<file path="src/hw/rtl/sfp_pkg.sv">
// Package with the shared constants, codes and types of the sample frame packer.
package sfp_pkg;

  localparam int MaxChannelsDefault = 16;

  localparam int CountWidth    = 5;
  localparam int DecimWidth    = 8;
  localparam int CfgIndexWidth = 2;
  localparam int CfgDataWidth  = 8;
  localparam int SampleWidth   = 16;
  localparam int ChannelWidth  = 4;
  localparam int ByteWidth     = 8;

  localparam logic [ByteWidth-1:0] SyncFirst  = 8'hAA;
  localparam logic [ByteWidth-1:0] SyncSecond = 8'h55;
  localparam logic [ByteWidth-1:0] CheckSeed  = 8'hFF;

  // Configuration register indexes
  localparam logic [CfgIndexWidth-1:0] RegChannelCount = 2'd0;
  localparam logic [CfgIndexWidth-1:0] RegDecimation   = 2'd1;
  localparam logic [CfgIndexWidth-1:0] RegRunning      = 2'd2;

  // Item kinds carried on in_tuser
  localparam logic OpPush   = 1'b0;
  localparam logic OpCommit = 1'b1;

  typedef enum logic [3:0] {
    ST_IDLE,
    ST_SYNC1,
    ST_SYNC2,
    ST_SEQ,
    ST_MASK,
    ST_SCAN,
    ST_LO,
    ST_HI,
    ST_CHECK
  } sfp_state_t;

endpackage

</file>
<file path="src/hw/rtl/sample_frame_packer_core.sv">
// Top level of the sample frame packer: sample store, channel mask and frame sequencer.
//
//  channel | direction | signals                            | contents
//  --------+-----------+------------------------------------+---------------------------------
//  in_     | in        | tvalid tready tdata[23:0] tuser    | push or commit item
//  out_    | out       | tvalid tready tdata[7:0] tlast     | frame bytes, tlast on checksum
//  cfg_    | in        | valid ready index[1:0] data[7:0]   | register writes
//
//  A push, or a commit that only counts or clears the mask, completes in the idle state.
//  A framing commit starts the sequencer, which sends the sync, sequence and mask bytes,
//  scans one channel per cycle, sends both bytes of each marked channel, then the checksum.
//  The input is not ready while a frame is being produced; a stalled output holds the
//  sequencer on the byte it is about to load. Reset is synchronous and clears the control
//  registers but not the checksum, scan indexes, output byte and last flag or sample store.
module sample_frame_packer_core
  import sfp_pkg::*;
#(
  parameter int MAX_CHANNELS = MaxChannelsDefault
) (
  input  logic        clk,
  input  logic        rst_n,
  input  logic        in_tvalid,
  output logic        in_tready,
  input  logic [23:0] in_tdata,   // [3:0] channel, [19:4] sample, [23:20] zero
  input  logic        in_tuser,   // [0] op
  output logic        out_tvalid,
  input  logic        out_tready,
  output logic [7:0]  out_tdata,  // [7:0] frame_byte
  output logic        out_tlast,
  input  logic                     cfg_valid,
  output logic                     cfg_ready,
  input  logic [CfgIndexWidth-1:0] cfg_index,
  input  logic [CfgDataWidth-1:0]  cfg_data
);

  localparam int MaskBytes = (MAX_CHANNELS + 7) / 8;
  localparam int MbWidth   = (MaskBytes > 1) ? $clog2(MaskBytes) : 1;
  localparam int SelWidth  = (MAX_CHANNELS > 1) ? $clog2(MAX_CHANNELS) : 1;
  localparam int IdxWidth  = $clog2(MAX_CHANNELS + 1);

  // Registers
  sfp_state_t                state_r, state_nxt;
  logic [CountWidth-1:0]     count_r, count_nxt;
  logic [DecimWidth-1:0]     decim_r, decim_nxt;
  logic                      running_r, running_nxt;
  logic [MAX_CHANNELS-1:0]   mask_r, mask_nxt;
  logic [ByteWidth-1:0]      seq_r, seq_nxt;
  logic [DecimWidth-1:0]     dcnt_r, dcnt_nxt;
  logic [ByteWidth-1:0]      chk_r, chk_nxt;
  logic [MbWidth-1:0]        mb_r, mb_nxt;
  logic [IdxWidth-1:0]       idx_r, idx_nxt;
  logic                      out_valid_r, out_valid_nxt;
  logic [ByteWidth-1:0]      out_data_r, out_data_nxt;
  logic                      out_last_r, out_last_nxt;
  logic [SampleWidth-1:0]    store_r [MAX_CHANNELS];

  logic [ChannelWidth-1:0]   in_channel;
  logic [SampleWidth-1:0]    in_sample;
  logic [CountWidth-1:0]     active;
  logic                      can_load;
  logic                      wr_en;
  logic [DecimWidth-1:0]     dcnt_inc;
  logic [MaskBytes*8-1:0]    mask_wide;
  logic [ByteWidth-1:0]      mask_byte;
  logic [SelWidth-1:0]       sel;
  logic [SampleWidth-1:0]    cur_sample;

  assign in_channel = in_tdata[3:0];
  assign in_sample  = in_tdata[19:4];
  assign active     = (count_r > CountWidth'(MAX_CHANNELS)) ? CountWidth'(MAX_CHANNELS) : count_r;
  assign can_load   = !out_valid_r || out_tready;
  assign dcnt_inc   = dcnt_r + 8'd1;
  assign mask_wide  = (MaskBytes*8)'(mask_r);
  assign mask_byte  = mask_wide[mb_r*8 +: 8];
  assign sel        = idx_r[SelWidth-1:0];
  assign cur_sample = store_r[sel];

  assign in_tready  = (state_r == ST_IDLE);
  assign cfg_ready  = 1'b1;
  assign out_tvalid = out_valid_r;
  assign out_tdata  = out_data_r;
  assign out_tlast  = out_last_r;

  always_comb begin
    state_nxt     = state_r;
    count_nxt     = count_r;
    decim_nxt     = decim_r;
    running_nxt   = running_r;
    mask_nxt      = mask_r;
    seq_nxt       = seq_r;
    dcnt_nxt      = dcnt_r;
    chk_nxt       = chk_r;
    mb_nxt        = mb_r;
    idx_nxt       = idx_r;
    out_valid_nxt = out_valid_r && !out_tready;
    out_data_nxt  = out_data_r;
    out_last_nxt  = out_last_r;
    wr_en         = 1'b0;

    if (cfg_valid) begin
      case (cfg_index)
        RegChannelCount: count_nxt = cfg_data[CountWidth-1:0];
        RegDecimation:   decim_nxt = cfg_data;
        RegRunning:      running_nxt = cfg_data[0];
        default: ;
      endcase
    end

    case (state_r)
      ST_IDLE: begin
        if (in_tvalid) begin
          if (in_tuser == OpPush) begin
            if (CountWidth'(in_channel) < active) begin
              wr_en    = 1'b1;
              mask_nxt = mask_r | (MAX_CHANNELS'(1) << in_channel);
            end
          end else if (!running_r) begin
            mask_nxt = '0;
          end else if (dcnt_inc < decim_r) begin
            dcnt_nxt = dcnt_inc;
          end else begin
            dcnt_nxt  = '0;
            state_nxt = ST_SYNC1;
          end
        end
      end
      ST_SYNC1: begin
        if (can_load) begin
          out_valid_nxt = 1'b1;
          out_data_nxt  = SyncFirst;
          out_last_nxt  = 1'b0;
          state_nxt     = ST_SYNC2;
        end
      end
      ST_SYNC2: begin
        if (can_load) begin
          out_valid_nxt = 1'b1;
          out_data_nxt  = SyncSecond;
          out_last_nxt  = 1'b0;
          state_nxt     = ST_SEQ;
        end
      end
      ST_SEQ: begin
        if (can_load) begin
          out_valid_nxt = 1'b1;
          out_data_nxt  = seq_r;
          out_last_nxt  = 1'b0;
          chk_nxt       = CheckSeed ^ seq_r;
          seq_nxt       = seq_r + 8'd1;
          mb_nxt        = '0;
          state_nxt     = ST_MASK;
        end
      end
      ST_MASK: begin
        if (can_load) begin
          out_valid_nxt = 1'b1;
          out_data_nxt  = mask_byte;
          out_last_nxt  = 1'b0;
          chk_nxt       = chk_r ^ mask_byte;
          if (mb_r == MbWidth'(MaskBytes - 1)) begin
            idx_nxt   = '0;
            state_nxt = ST_SCAN;
          end else begin
            mb_nxt = mb_r + MbWidth'(1);
          end
        end
      end
      ST_SCAN: begin
        // One channel is examined per cycle; only marked channels produce bytes.
        if ((CountWidth+1)'(idx_r) >= (CountWidth+1)'(active)) begin
          state_nxt = ST_CHECK;
        end else if (mask_r[sel]) begin
          state_nxt = ST_LO;
        end else begin
          idx_nxt = idx_r + IdxWidth'(1);
        end
      end
      ST_LO: begin
        if (can_load) begin
          out_valid_nxt = 1'b1;
          out_data_nxt  = cur_sample[7:0];
          out_last_nxt  = 1'b0;
          chk_nxt       = chk_r ^ cur_sample[7:0];
          state_nxt     = ST_HI;
        end
      end
      ST_HI: begin
        if (can_load) begin
          out_valid_nxt = 1'b1;
          out_data_nxt  = cur_sample[15:8];
          out_last_nxt  = 1'b0;
          chk_nxt       = chk_r ^ cur_sample[15:8];
          idx_nxt       = idx_r + IdxWidth'(1);
          state_nxt     = ST_SCAN;
        end
      end
      ST_CHECK: begin
        if (can_load) begin
          out_valid_nxt = 1'b1;
          out_data_nxt  = chk_r;
          out_last_nxt  = 1'b1;
          mask_nxt      = '0;
          state_nxt     = ST_IDLE;
        end
      end
      default: state_nxt = ST_IDLE;
    endcase
  end

  always_ff @(posedge clk) begin
    if (!rst_n) begin
      state_r     <= ST_IDLE;
      count_r     <= '0;
      decim_r     <= 8'd1;
      running_r   <= 1'b0;
      mask_r      <= '0;
      seq_r       <= '0;
      dcnt_r      <= '0;
      out_valid_r <= 1'b0;
    end else begin
      state_r     <= state_nxt;
      count_r     <= count_nxt;
      decim_r     <= decim_nxt;
      running_r   <= running_nxt;
      mask_r      <= mask_nxt;
      seq_r       <= seq_nxt;
      dcnt_r      <= dcnt_nxt;
      out_valid_r <= out_valid_nxt;
    end
  end

  always_ff @(posedge clk) begin
    chk_r      <= chk_nxt;
    mb_r       <= mb_nxt;
    idx_r      <= idx_nxt;
    out_data_r <= out_data_nxt;
    out_last_r <= out_last_nxt;
    if (wr_en) begin
      store_r[SelWidth'(in_channel)] <= in_sample;
    end
  end

endmodule

</file>
<file path="config.mk">
export PLATFORM = sky130hd
export DESIGN_NAME = sample_frame_packer_core
export DESIGN_NICKNAME = d
export VERILOG_FILES = /design/src/hw/rtl/sfp_pkg.sv /design/src/hw/rtl/sample_frame_packer_core.sv
export SDC_FILE = /design/constraint.sdc
export NUM_CORES = 1
export LEC_CHECK = 0
export BUFFER_PORTS_ARGS = -buffer_cell sky130_fd_sc_hd__buf_2
export CORE_MARGIN = 2
export CORE_UTILIZATION = 55
export DETAILED_ROUTE_END_ITERATION = 16
export PLACE_DENSITY = 0.81
export SYNTH_ARGS = -nofsm -noshare
export SYNTH_HDL_FRONTEND = slang
export SYNTH_SLANG_ARGS = --single-unit
</file>
<file path="constraint.sdc">
create_clock -name clk -period 4.5 [get_ports clk]
set_clock_uncertainty 0.05 [all_clocks]
set_input_delay 0.675 -clock clk [delete_from_list [all_inputs] [get_ports clk]]
set_output_delay 0.675 -clock clk [all_outputs]
set_load 0.03 [all_outputs]
</file>
==> results by group <==
Outcome
  • Outcome: complete, no violations

Logic synthesis
  • Top FF cell, synth: edfxtp_1
  • Synth top cells by count: 279 x edfxtp_1, 84 x nor2_1, 58 x mux4_2
  • Nets in the synthesized netlist: 1018
  • Library cell with the highest instance count after synthesis: edfxtp_1
  • Dominant cell type by area after synthesis: edfxtp_1
  • Combined area of all synthesized cells: 0.0144 mm2
  • Number of flops mapped to enable cells by yosys: 279
  • Share of flip-flops with an asynchronous set or reset: 0%
  • Post-Synthesis Cells: 960
  • Yosys Warn Count: 0
  • Mapped Avg Cell Area: 14.9 um2
  • Synth unique cells: 60
  • Number of flip-flops and latches in the synthesized netlist: 334
  • Cells taking the most area after synthesis: edfxtp_1 58%, mux4_2 9.1%, dfxtp_1 7.7%
  • Top cell type's share of synthesized area: 58.4%
  • Sequential area share after synthesis: 66.1%

Power and ir drop
  • Power share of the sequential group: 47.8%
  • Pwr dens: 483 mW/mm2
  • Max IR drop VDD: 0.000594 V
  • Switch Pwr: 2.16 mW
  • Clock network power share: 34.4%
  • Fraction of power consumed by combinational cells: 17.8%
  • Sw Ratio: 27.9%
  • Design Power: 7.74 mW
  • Static Leakage: 5.36 nW
  • Cell-internal power: 5.58 mW

Layout
  • Util after Layout: 62.0%
  • Net count, final: 1076
  • Diodes inserted: 0
  • Fill cell total of the finished layout: 1834
  • Area used by multi-input combinational logic: 0.00450 mm2
  • Area occupied by registers: 0.00949 mm2
  • Layout cells sized above 1: 19.8%
  • Synth-to-Final Area Change: 11.7%
  • Final Cell Area: 0.0160 mm2

Setup path
  • Capturing point of the worst reg2reg path: chk_r[5]$_DFFE_PP_
  • Worst reg-to-reg setup slack: 1180 ps
  • Data arrival time of the critical path: 3510 ps
  • Setup crit start kind: flop
  • Delay of the slowest cell on the worst path: 910 ps
  • Reg2reg path depth: 7
  • List of cells traversed by the critical path: buf_4, mux4_2, nand3_1, nand4_1, o41ai_1, xor2_1, mux2i_1
  • Data required, critical path: 4690 ps
  • Startpoint-to-endpoint class of the critical path: reg2reg
  • Kind of end point of the critical path: flop
  • Standard cell with the maximum stage delay on the critical path: dfxtp_4
  • Maximum net fanout on the critical path: 45

Placement
  • Dpl hpwl: 20.2 mm
  • Worst slack at placement: 1150 ps
  • Placer's final routability congestion estimate: 0.826
  • Placement Cell Area: 0.0150 mm2
  • IO buf count: 46

Timing
  • Final Hold Violating Endpoints: 0
  • Transition time at the pin with the least slew margin: 1270 ps
  • Final min period: 3320 ps
  • Final setup violation count: 0
  • Final cycle utilization of the critical path: 73.7%
  • Slew Limit Fails: 0
  • Unrepaired setup endpoints after global routing: false
  • Worst slew slack as a fraction of its limit: 15.1%
  • Final worst-path setup slack: 1180 ps
  • Final TNS setup: 0 ps
  • Highest Clock Rate: 302 MHz

Clocking
  • Clock tree from TritonCTS: done
  • Clock buffer count from CTS: 34
  • Number of buffers inserted by post-CTS setup repair: 0
  • H-tree lvl count: 2
  • Source-to-sink clock delay at the later pin of the worst-skew pair: 530 ps
  • Number of buffers on the longest clock path: 3
  • Resize count post-CTS: 0
  • Clock tree sinks: 334
  • Quantity of hold-fixing buffers added after cts: 0
  • Post-CTS clock slew at the launch and capture registers of the worst setup and hold paths: 60 ps
  • Root buffer selected by CTS: clkbuf_16

Route
  • Final wirelength: 33.0 mm
  • Total DRC errors in the routed layout: 0
  • Via density per instance: 6.32
  • Number of vias in the routed layout: 8715
  • DR pass1 iterations: 5
  • Number of nets with antenna violations after routing: 0
  • Post-DR wirelength/cell: 23.9 um
  • DRC violation total after the first TritonRoute iteration: 1028

Global routing
  • Aggregate global routing overflow: 0
  • Met3 layer usage reported by global route: 4.52%
  • Routing usage on met1: 33.2%
  • First-pass GRT wire length: 49.7 mm
  • Largest net degree at the start of global routing: 46
  • Most utilized layer in the global route result: met2
  • Global Route Usage Sum: 24.5%
  • Vias in the first global route: 8571
  • Antenna violations before repair: 1
  • Global routing met2 resource utilization: 41.1%

Floorplanning
  • Initial Util: 55.5%
  • Row cnt: 59
  • Die area: 0.0274 mm2
  • Placeable core area: 0.0258 mm2
  • Die boundary height: 166 um
  • Die W: 166 um
  • Ports: 52

Flow run
  • Max-cap viol count: 0

Hold path
  • HP Class: in2reg
  • Critical hold path startpoint: rst_n
  • Worst hold path cell count: 2
  • End of the worst hold path: decim_r[0]$_SDFFE_PN1P_
## final cells by class
type / count / area share (%)
clock buffers: 48 / 5.64
multi-input cells: 536 / 28.1
inverters: 36 / 0.843
flip-flops and latches: 334 / 59.2
well taps: 335 / 2.62
clock inverters: 13 / 0.804
repair buffers: 76 / 2.84
## state kept, by name (all words and copies together) (netlist names), named ones only
register	cells
running_r	1
mb_r	1
state_r	4
chk_r	8
dcnt_r	8
seq_r	8
out_tvalid	1
count_r	5
out_tdata	8
idx_r	5
store_r	256
mask_r	16
out_tlast	1
decim_r	8
## worst max-delay path, delay by kind of cell, from the launching register on
family	cells	cell delay, ps
AO/OA/AOI/OAI	1	470
XOR/XNOR	1	180
buffers and inverters	1	420
flip-flops	1	910
multiplexers	2	660
AND/OR/NAND/NOR	2	310
## stage by stage
| stage | hold slack [ps] | std cells |
|---|---|---|
| finish | 323 | 1378 |
| global route | 313 | 1378 |
| CTS | 305 | 1378 |
| detailed placement | 404 | 1317 |
| global placement | 400 | 1317 |
| floorplan | 383 | 960 |
## layer usage
layer	wire, um	vias up	share of wire, %
met5	13	-	0.039
met3	2860	61	8.7
met1	13100	4345	40
li1	-	3849	-
met2	16300	458	49
met4	671	2	2.0
## worst max path at each step
stage,endpoint,depth (start not counted)
after floorplan,store_r[11][0]$_DFFE_PP_,10
after global placement,chk_r[5]$_DFFE_PP_,7
after detailed placement,chk_r[5]$_DFFE_PP_,7
after CTS,chk_r[5]$_DFFE_PP_,7
after global routing,chk_r[5]$_DFFE_PP_,7
final,chk_r[5]$_DFFE_PP_,7
## cell families (layout without fill, tap and decap cells)
group,Yosys count,in the layout,share of synthesized area (%)
xor+xnor,24,24,1.46
fa+ha+maj,18,18,1.57
mux,115,115,13.7
compound gates,124,124,5.97
simple gates,254,254,8.52
other cells,1,1,0.0261
flops,334,334,66.1
buf+inv,90,173,2.70
## cell usage in the layout, fill, tap and decap left out, types with 14 or more instances in the layout
| cell | Yosys | routed |
|---|---|---|
| edfxtp_1 | 279 | 279 |
| nor2_1 | 84 | 79 |
| mux4_2 | 58 | 58 |
| dfxtp_1 | 55 | 53 |
| buf_2 | 11 | 46 |
| nand3_1 | 43 | 43 |
| a21oi_1 | 39 | 39 |
| mux2i_1 | 35 | 35 |
| nand2_1 | 34 | 34 |
| inv_1 | 34 | 34 |
| nor3_1 | 34 | 34 |
| clkbuf_16 | 0 | 34 |
| buf_4 | 3 | 30 |
| xor2_1 | 19 | 19 |
| mux2_2 | 18 | 18 |
| ha_1 | 18 | 18 |
| o31ai_1 | 16 | 16 |
| clkbuf_1 | 26 | 14 |
## power by group through the flow
stage	registers (mW)	clock network [mW]	logic, mW
2_1_floorplan	3.69	0	1.02
3_3_place_gp	3.76	0	1.32
3_5_place_dp	3.76	0	1.36
4_1_cts	3.70	2.69	1.37
5_1_grt	3.72	2.79	1.47
6_report	3.70	2.66	1.37
Note: power is estimated with default switching activity, not from simulation.
